===== src/hdl/vm_call_frame_stack_core_macros.svh =====
// Assertion macros for the call frame stack core.
// No dependencies; included by the files that carry assertions.
`ifndef VM_CALL_FRAME_STACK_CORE_MACROS_SVH
`define VM_CALL_FRAME_STACK_CORE_MACROS_SVH

// antecedent implies consequent in the same cycle
`define VMCFS_ASSERT_IMP(label, clk, rst_n, ante, cons) \
    label: assert property (@(posedge clk) disable iff (!rst_n) (ante) |-> (cons)) \
        else $error("vmcfs assertion failed: same-cycle implication");

// antecedent implies consequent in the next cycle
`define VMCFS_ASSERT_NXT(label, clk, rst_n, ante, cons) \
    label: assert property (@(posedge clk) disable iff (!rst_n) (ante) |=> (cons)) \
        else $error("vmcfs assertion failed: next-cycle implication");

`endif


===== src/hdl/vmcfs_pkg.sv =====
// Shared types and constants of the call frame stack core.
// No dependencies; imported by vmcfs_decode and vm_call_frame_stack_core.
package vmcfs_pkg;

    localparam int DEPTH_DEF   = 1024;
    localparam int LIMIT_W     = 11;
    localparam int LIMIT_RST   = 1024;
    localparam int FRAME_WORDS = 2;
    localparam int MODE_W      = 3;
    localparam int SLOT_W      = 10;
    localparam int WORD_W      = 32;

    typedef enum logic [MODE_W-1:0] {
        MODE_PUSH   = 3'd0,
        MODE_POP    = 3'd1,
        MODE_PUSHF  = 3'd2,
        MODE_POPF   = 3'd3,
        MODE_LOAD   = 3'd4,
        MODE_STORE  = 3'd5
    } t_mode;

    typedef enum logic [1:0] {
        ST_OK    = 2'd0,
        ST_OVER  = 2'd1,
        ST_UNDER = 2'd2
    } t_status;

    typedef enum logic [2:0] {
        S_CLEAR,
        S_IDLE,
        S_PF2,
        S_PP2,
        S_RESP
    } t_state;

    // decode of one accepted item
    typedef struct packed {
        t_status status;
        logic    mem_en;
        logic    mem_we;
        logic    wr_pc;
        logic    upd_top;
        logic    sel_q;
        logic    to_pf2;
        logic    to_pp2;
    } t_dec;

endpackage


===== src/hdl/vmcfs_decode.sv =====
// Operation decode: bounds checks, first memory access and new top pointer.
// Depends on vmcfs_pkg.
module vmcfs_decode import vmcfs_pkg::*; #(
    parameter int DEPTH = DEPTH_DEF,
    parameter int AW    = $clog2(DEPTH),
    parameter int PW    = $clog2(DEPTH + 1)
) (
    input  logic [MODE_W-1:0]  i_mode,
    input  logic [SLOT_W-1:0]  i_slot,
    input  logic [PW-1:0]      i_top,
    input  logic [PW-1:0]      i_fp,
    input  logic [LIMIT_W-1:0] i_limit,
    output t_dec               o_dec,
    output logic [AW-1:0]      o_addr,
    output logic [PW-1:0]      o_new_top,
    output logic [PW-1:0]      o_frame
);

    localparam int CW = ((PW > LIMIT_W) ? PW : LIMIT_W) + 1;
    localparam logic [CW-1:0] DEPTH_C = CW'(DEPTH);

    logic [CW-1:0] top_c, fp_c, slot_c, limit_c, lim_c;
    logic [CW-1:0] frame_c, pushf_end, arg_c, arg_addr;

    always_comb begin
        top_c     = CW'(i_top);
        fp_c      = CW'(i_fp);
        slot_c    = CW'(i_slot);
        limit_c   = CW'(i_limit);
        lim_c     = (limit_c > DEPTH_C) ? DEPTH_C : limit_c;
        frame_c   = top_c + slot_c;
        pushf_end = frame_c + CW'(FRAME_WORDS);
        arg_c     = slot_c + CW'(1);
        arg_addr  = fp_c - arg_c;
    end

    always_comb begin
        o_dec     = '{status: ST_OK, default: 1'b0};
        o_addr    = '0;
        o_new_top = i_top;
        o_frame   = '0;
        unique case (t_mode'(i_mode))
            MODE_PUSH: begin
                if (top_c >= lim_c) begin
                    o_dec.status = ST_OVER;
                end else begin
                    o_dec.mem_en  = 1'b1;
                    o_dec.mem_we  = 1'b1;
                    o_dec.upd_top = 1'b1;
                    o_addr        = top_c[AW-1:0];
                    o_new_top     = i_top + PW'(1);
                end
            end
            MODE_POP: begin
                if (top_c == '0) begin
                    o_dec.status = ST_UNDER;
                end else begin
                    o_dec.mem_en  = 1'b1;
                    o_dec.upd_top = 1'b1;
                    o_dec.sel_q   = 1'b1;
                    o_new_top     = i_top - PW'(1);
                    o_addr        = o_new_top[AW-1:0];
                end
            end
            MODE_PUSHF: begin
                if (pushf_end > lim_c) begin
                    o_dec.status = ST_OVER;
                end else begin
                    // pc word now, saved frame pointer next cycle
                    o_dec.mem_en  = 1'b1;
                    o_dec.mem_we  = 1'b1;
                    o_dec.wr_pc   = 1'b1;
                    o_dec.upd_top = 1'b1;
                    o_dec.to_pf2  = 1'b1;
                    o_addr        = frame_c[AW-1:0];
                    o_new_top     = pushf_end[PW-1:0];
                    o_frame       = frame_c[PW-1:0];
                end
            end
            MODE_POPF: begin
                if (fp_c <= slot_c) begin
                    o_dec.status = ST_UNDER;
                end else begin
                    // frame pointer may sit at DEPTH: its word reads as zero
                    o_dec.mem_en  = (fp_c < DEPTH_C);
                    o_dec.upd_top = 1'b1;
                    o_dec.to_pp2  = 1'b1;
                    o_addr        = fp_c[AW-1:0];
                    o_new_top     = i_fp - PW'(i_slot);
                end
            end
            MODE_LOAD: begin
                if (arg_c > fp_c) begin
                    o_dec.status = ST_UNDER;
                end else begin
                    o_dec.mem_en = 1'b1;
                    o_dec.sel_q  = 1'b1;
                    o_addr       = arg_addr[AW-1:0];
                end
            end
            MODE_STORE: begin
                if (arg_c > fp_c) begin
                    o_dec.status = ST_UNDER;
                end else begin
                    o_dec.mem_en = 1'b1;
                    o_dec.mem_we = 1'b1;
                    o_addr       = arg_addr[AW-1:0];
                end
            end
            default: begin
            end
        endcase
    end

endmodule


===== config.mk =====
export PLATFORM = sky130hd
export DESIGN_NAME = vmcfs_decode
export DESIGN_NICKNAME = d
export VERILOG_FILES = /design/src/hdl/vm_call_frame_stack_core_macros.svh /design/src/hdl/vmcfs_pkg.sv /design/src/hdl/vmcfs_decode.sv
export SDC_FILE = /design/constraint.sdc
export NUM_CORES = 1
export LEC_CHECK = 0
export BUFFER_PORTS_ARGS = -buffer_cell sky130_fd_sc_hd__buf_2
export CAP_MARGIN = 40
export CORE_ASPECT_RATIO = 0.75
export CORE_MARGIN = 2
export CORE_UTILIZATION = 55
export DETAILED_ROUTE_END_ITERATION = 8
export PLACE_DENSITY_LB_ADDON = 0.1
export SLEW_MARGIN = 0
export SYNTH_ARGS = -nofsm -noshare
export SYNTH_HDL_FRONTEND = slang
export SYNTH_SLANG_ARGS = --single-unit
export TNS_END_PERCENT = 10

===== constraint.sdc =====
create_clock -name vclk -period 4.6
set_input_delay 0 -clock vclk [all_inputs]
set_output_delay 0 -clock vclk [all_outputs]
set_load 0.02 [all_outputs]

==> impl_metrics.csv, run 1 <==
group,metric,value,unit
run_status,outcome,"finished clean",
clock_network,hold_buffers,0,
setup_path,crit_start,"i_slot[0]",
cells_and_area,nClkBuffers,0,
placed_design,place_hpwl,11700,microns
setup_path,max_stage_delay,0.53,ns
logic_synthesis,synthCells,585,
route,routed_via_density,6.41,
cells_and_area,antenna_cells,0,
timing,fmax,0.230,GHz
global_route,antenna_found_initial,0,
timing,setup_viol,0,
floorplan,design.core.area,7260,sq um
floorplan,ios,87,
timing,tightest_slew,0.914,ns
logic_synthesis,ys.warnings.count,0,
global_route,grt_max_degree,23,
route,drtAntennaViolNets,0,
setup_path,arrival,4.36,ns
floorplan,die_area,8100,sq um
timing,relSlewSlack,39.1,%
setup_path,slowest_stage,"or4_4",
timing,hold_viol_final,0,
floorplan,initial_core_util,56.0,%
logic_synthesis,synth_area_leaders,"ha_1, xnor2_1, inv_1",
global_route,overflow,0,
run,max_cap_viol_count,0,
logic_synthesis,synth_top_area_share,20.9,%
global_route,grt_pass1_vias,4387,
hold_path,min_path_type,"in2out",
cells_and_area,drive_above_1_share,20.1,%
timing,setup_tns,0,ns
pwr,total_leakage_power,2.34,nW
timing,rsz0062_at_grt,"no",
setup_path,crit_type,"in2out",
global_route,grt.total_usage,33.9,%
placed_design,gp_congestion,0.978,
pwr,power.density,157,nW/um^2
floorplan,die_w,103,microns
placed_design,pre_cts_ws,0.0834,ns
setup_path,cp.required,4.60,ns
route,drt-initial-drc-count,357,
timing,maxSlewViolCount,0,
hold_path,min_from,"i_fp[0]",
placed_design,io_buffers,87,
cells_and_area,fill_cells,698,
cells_and_area,regArea,0,sq um
logic_synthesis,synthesis.area,4060,sq um
setup_path,cp-end-kind,"output pin",
setup_path,path_max_fanout,16,
timing,worst_slack,0.245,ns
logic_synthesis,ys_seq_area_share,0,%
pwr,worst_ir_drop_vdd,99.0,uV
cells_and_area,seq_cells,0,
pwr,p_total,738,uW
logic_synthesis,syn_nets,702,
route,routed_wl,14200,microns
cells_and_area,area_growth,15.9,%
floorplan,die_y,78.4,microns
route,wl_per_cell,18.4,microns
logic_synthesis,synth.distinct_cells,75,
timing,period_share,94.7,%
route,vias,4930,
route,firstDrtPassIters,6,
floorplan,rows,27,
logic_synthesis,syn_avg_cell_area,6.95,sq um
logic_synthesis,post-synth-top-area-cell,"ha_1",
global_route,grt_pass1_wl,22000,microns
timing,period_minus_slack,4.36,ns
setup_path,start_kind,"primary input",
route,drc,0,
setup_path,worstPathCellList,"buf_2 -> ha_1 -> inv_1 -> fa_2 -> or4_4 -> nand3_2 -> nand3_1 -> nor2_1 -> nand4_1 -> xnor2_2 -> inv_1 -> ha_1 -> nand4_1 -> nor2_1 -> o21ai_1 -> a31oi_2 -> a2111oi_4 -> buf_4 -> o211ai_4 -> inv_4 -> or2_1 -> a2111o_1 -> buf_2",
cells_and_area,final_nets,787,
[per-stage QoR]
stage          hold WS [ns]  util (%)  cell area [sq um]  instances
5_1_grt               0.376      64.9               4710        769
2_1_floorplan         0.198         -               4060        585
6_report              0.365      64.9               4710        769
3_3_place_gp          0.354      63.9               4640        766
3_5_place_dp          0.360      63.9               4640        766
4_1_cts               0.363      63.9               4640        766
[final cells by class]
type	count	area (sq um)	share of cell area [%]
well taps	101	126	2.68
repair buffers	109	601	12.7
inverters	52	198	4.20
multi-input cells	507	3790	80.4
[layer usage]
layer  global-route usage (%)  up-vias  part of all wire [%]
met3                     2.05       12                   9.2
met5                        0        -                     0
met2                     51.8      286                    41
met4                     5.26        0                   1.7
met1                     52.3     2307                    48
li1                         -     2325                     -
[cells in the mapped netlist (all sizes together) (3+ instances only)]
master and number:
nor2b 11, ha 68, fa 3, nand3b 5, or2 7, or3 10
clkbuf 16, nand2b 11, xnor2 29, and4 4, buf 10, o21ai 37
a211oi 9, o311ai 4, a221oi 8, a221o 9, a21oi 23, a211o 6
o211ai 9, xor2 12, nand4 11, nand4b 3, nor3 19, nor4 4
or4 3, nor2 43, nand2 46, o22ai 3, and3 7, a22oi 5
inv 51, a21o 17, nand3 28, and2 10, o21a 5, a31oi 6
[kinds of logic after synthesis]
family          synth area share (%)
mux                             1.05
simple gates                    29.8
compound gates                  30.1
xor+xnor                        8.84
buf+inv                         7.88
fa+ha+maj                       22.4
[critical path, delay by kind of cell]
family                   cells  cell delay [ns]
AO/OA/AOI/OAI                5             0.87
XOR/XNOR                     1             0.22
adder cells (fa/ha/maj)      3             0.98
buffers and inverters        6             0.71
AND/OR/NAND/NOR              8             1.58
[power breakdown]
group          switching (mW)  internal [mW]
logic                   0.442          0.296
registers                   0              0
clock network               0              0
total                   0.442          0.296
[final timing paths]
kind              slack, ns  cells past startpoint        end
setup / recovery       0.24                     23   o_dec[6]
hold / removal         0.37                      3  o_addr[0]
[cells in the final DEF (no fill, tap or decap), types with 4 or more instances in the layout]
master and n:
a221o_1 9, nor2_1 43, or3_1 10, nand2b_1 11, nor2b_1 10, nor4_1 4, nor3_1 19, ha_1 68
xnor2_1 28, a21oi_1 23, o21ai_0 35, buf_4 22, a21o_1 17, a211o_1 6, buf_2 87, and4_1 4
and2_1 9, nand3_1 27, or2_2 4, o21a_1 5, a211oi_1 8, inv_1 50, a31oi_1 5, and3_1 7
nand3b_1 5, xor2_1 12, nand2_1 46, a22oi_1 5, a221oi_1 8, o211ai_1 8, nand4_1 10
[repair_timing]
action / 4_1_cts / 5_1_grt
resized for setup: 0 / 9
setup endpoints to repair: 0 / 30
buffers inserted: 0 / 3
Power figures use the tool's default switching activity.
==> run 2, diff against run 1 <==
--- a/config.mk
+++ b/config.mk
@@ -7,9 +7,8 @@
 export LEC_CHECK = 0
 export BUFFER_PORTS_ARGS = -buffer_cell sky130_fd_sc_hd__buf_2
 export CAP_MARGIN = 40
-export CORE_ASPECT_RATIO = 0.75
 export CORE_MARGIN = 2
-export CORE_UTILIZATION = 55
+export CORE_UTILIZATION = 59
 export DETAILED_ROUTE_END_ITERATION = 8
 export PLACE_DENSITY_LB_ADDON = 0.1
 export SLEW_MARGIN = 0
==> run 2 against run 1 <==
Net effect: sequential share of layout area stayed put; largest power group unchanged; final cell count decreased by 3.9%; critical endpoint is now o_new_top[1]; flip-flop and latch count is the same; total power shrank 3.0%.
==> impl_metrics.csv, run 2 (synthesized netlist as in run 1, its figures left out) <==
group,metric,value,unit
run_status,outcome,"finished clean",
placed_design,place_hpwl,11000,microns
pwr,total_leakage_power,2.29,nW
cells_and_area,final_nets,778,
floorplan,initial_core_util,60.5,%
timing,rsz0062_at_grt,"no",
setup_path,cp.required,4.60,ns
route,routed_via_density,6.55,
route,vias,4841,
global_route,grt_max_degree,23,
placed_design,io_buffers,87,
route,met2_length,5880,microns
pwr,worst_ir_drop_vdd,114,uV
hold_path,min_path_type,"in2out",
global_route,grt.total_usage,34.7,%
route,top_layer_used,"met4",
route,drc,0,
global_route,grt_pass1_vias,4212,
floorplan,die_area,7570,sq um
cells_and_area,seq_cells,0,
pwr,p_total,715,uW
timing,setup_viol,0,
cells_and_area,antenna_cells,0,
setup_path,path_max_fanout,7,
timing,maxSlewViolCount,0,
floorplan,rows,30,
cells_and_area,final_cell_mix,"buf_2, ha_1, inv_1, nand2_1, nor2_1",
hold_path,min_path_cells,3,
clock_network,hold_buffers,0,
global_route,grt_pass1_wl,21100,microns
route,routed_wl,13400,microns
setup_path,arrival,4.40,ns
route,met3_length,1270,microns
cells_and_area,final_common_cell,"buf_2",
run,max_cap_viol_count,0,
floorplan,die_w,87.0,microns
placed_design,dp.cells,735,
floorplan,die_y,87.0,microns
hold_path,holdPathEnd,"o_addr[0]",
placed_design,gp_congestion,0.976,
floorplan,ios,87,
cells_and_area,instances_no_fill,739,
cells_and_area,drive_above_1_share,19.0,%
setup_path,start_kind,"primary input",
pwr,power.density,155,nW/um^2
timing,period_minus_slack,4.40,ns
cells_and_area,regArea,0,sq um
route,drtAntennaViolNets,0,
timing,relSlewSlack,38.3,%
global_route,antenna_found_initial,0,
setup_path,cp-end-kind,"output pin",
route,drt-initial-drc-count,523,
setup_path,crit_type,"in2out",
hold_path,min_from,"i_fp[0]",
route,firstDrtPassIters,5,
timing,period_share,95.6,%
timing,tightest_slew,0.925,ns
timing,setup_tns,0,ns
global_route,overflow,0,
route,wl_per_cell,18.1,microns
floorplan,design.core.area,6720,sq um
cells_and_area,area_growth,13.6,%
cells_and_area,nClkBuffers,0,
timing,hold_viol_final,0,
route,drt-met1-wl,5890,microns
timing,fmax,0.227,GHz
-- run 2: cell types whose count changed in the layout (fill, tap and decap cells not counted), sizes merged --
cell | previous run | this run
buf | 109 | 100
-- run 2: layout make-up --
class              count  area, sq um
inverters             52          200
multi-input cells    507         3780
fillers              639         2100
repair buffers       100          533
well taps             80          100
-- run 2: how the worst max path moves through the flow --
stage              start  depth (start not counted)      endpoint  slack, ns
4_1_cts         i_top[0]                         21  o_new_top[1]       0.01
2_1_floorplan  i_slot[0]                         18     o_addr[7]       0.58
3_3_place_gp    i_top[0]                         19  o_new_top[1]       0.16
3_5_place_dp    i_top[0]                         21  o_new_top[1]       0.03
5_1_grt        i_slot[0]                         21  o_new_top[1]      0.002
6_report       i_slot[0]                         21  o_new_top[1]       0.20
-- run 2: critical path, stage by stage --
cell and delay (ns):
buf_2 0.14, ha_1 0.22, inv_1 0.08, fa_2 0.46, or4_1 0.54, nand3_2 0.12
nand3_1 0.11, nor2_1 0.12, nand4_1 0.17, xnor2_2 0.21, inv_1 0.06, ha_1 0.31
nand4_1 0.14, nor2_1 0.07, o21ai_1 0.12, a31oi_2 0.15, a2111oi_4 0.36, o22ai_4 0.15
or3_1 0.39, a221o_1 0.31, buf_2 0.16
-- run 2: report_power, final --
part / leakage, nW / switching (mW) / internal [mW]
clock: 0 / 0 / 0
sequential: 0 / 0 / 0
combinational: 2.29 / 0.432 / 0.283
total: 2.29 / 0.432 / 0.283
-- run 2: per-stage QoR --
step	instance area, sq um	utilization [%]	hold WS [ns]	worst slack [ns]
2_1_floorplan	4060	-	0.198	0.578
3_3_place_gp	4540	67.6	0.352	0.157
3_5_place_dp	4540	67.6	0.362	0.0265
4_1_cts	4540	67.6	0.365	0.0143
5_1_grt	4620	68.7	0.375	0.00206
6_report	4620	68.7	0.361	0.201
-- run 2: timing repair --
item | in CTS | in global routing
gates resized for setup | 0 | 11
endpoints found under the setup margin | 0 | 29
endpoints found under the hold margin | 0 | 0
setup buffers | 0 | 4
-- run 2: routing by layer --
metal  vias to the layer above  GRT usage (%)
met5                         -              0
met2                       282           56.1
met3                        26           1.33
li1                       2328              -
met1                      2205           51.1
met4                         0           6.82
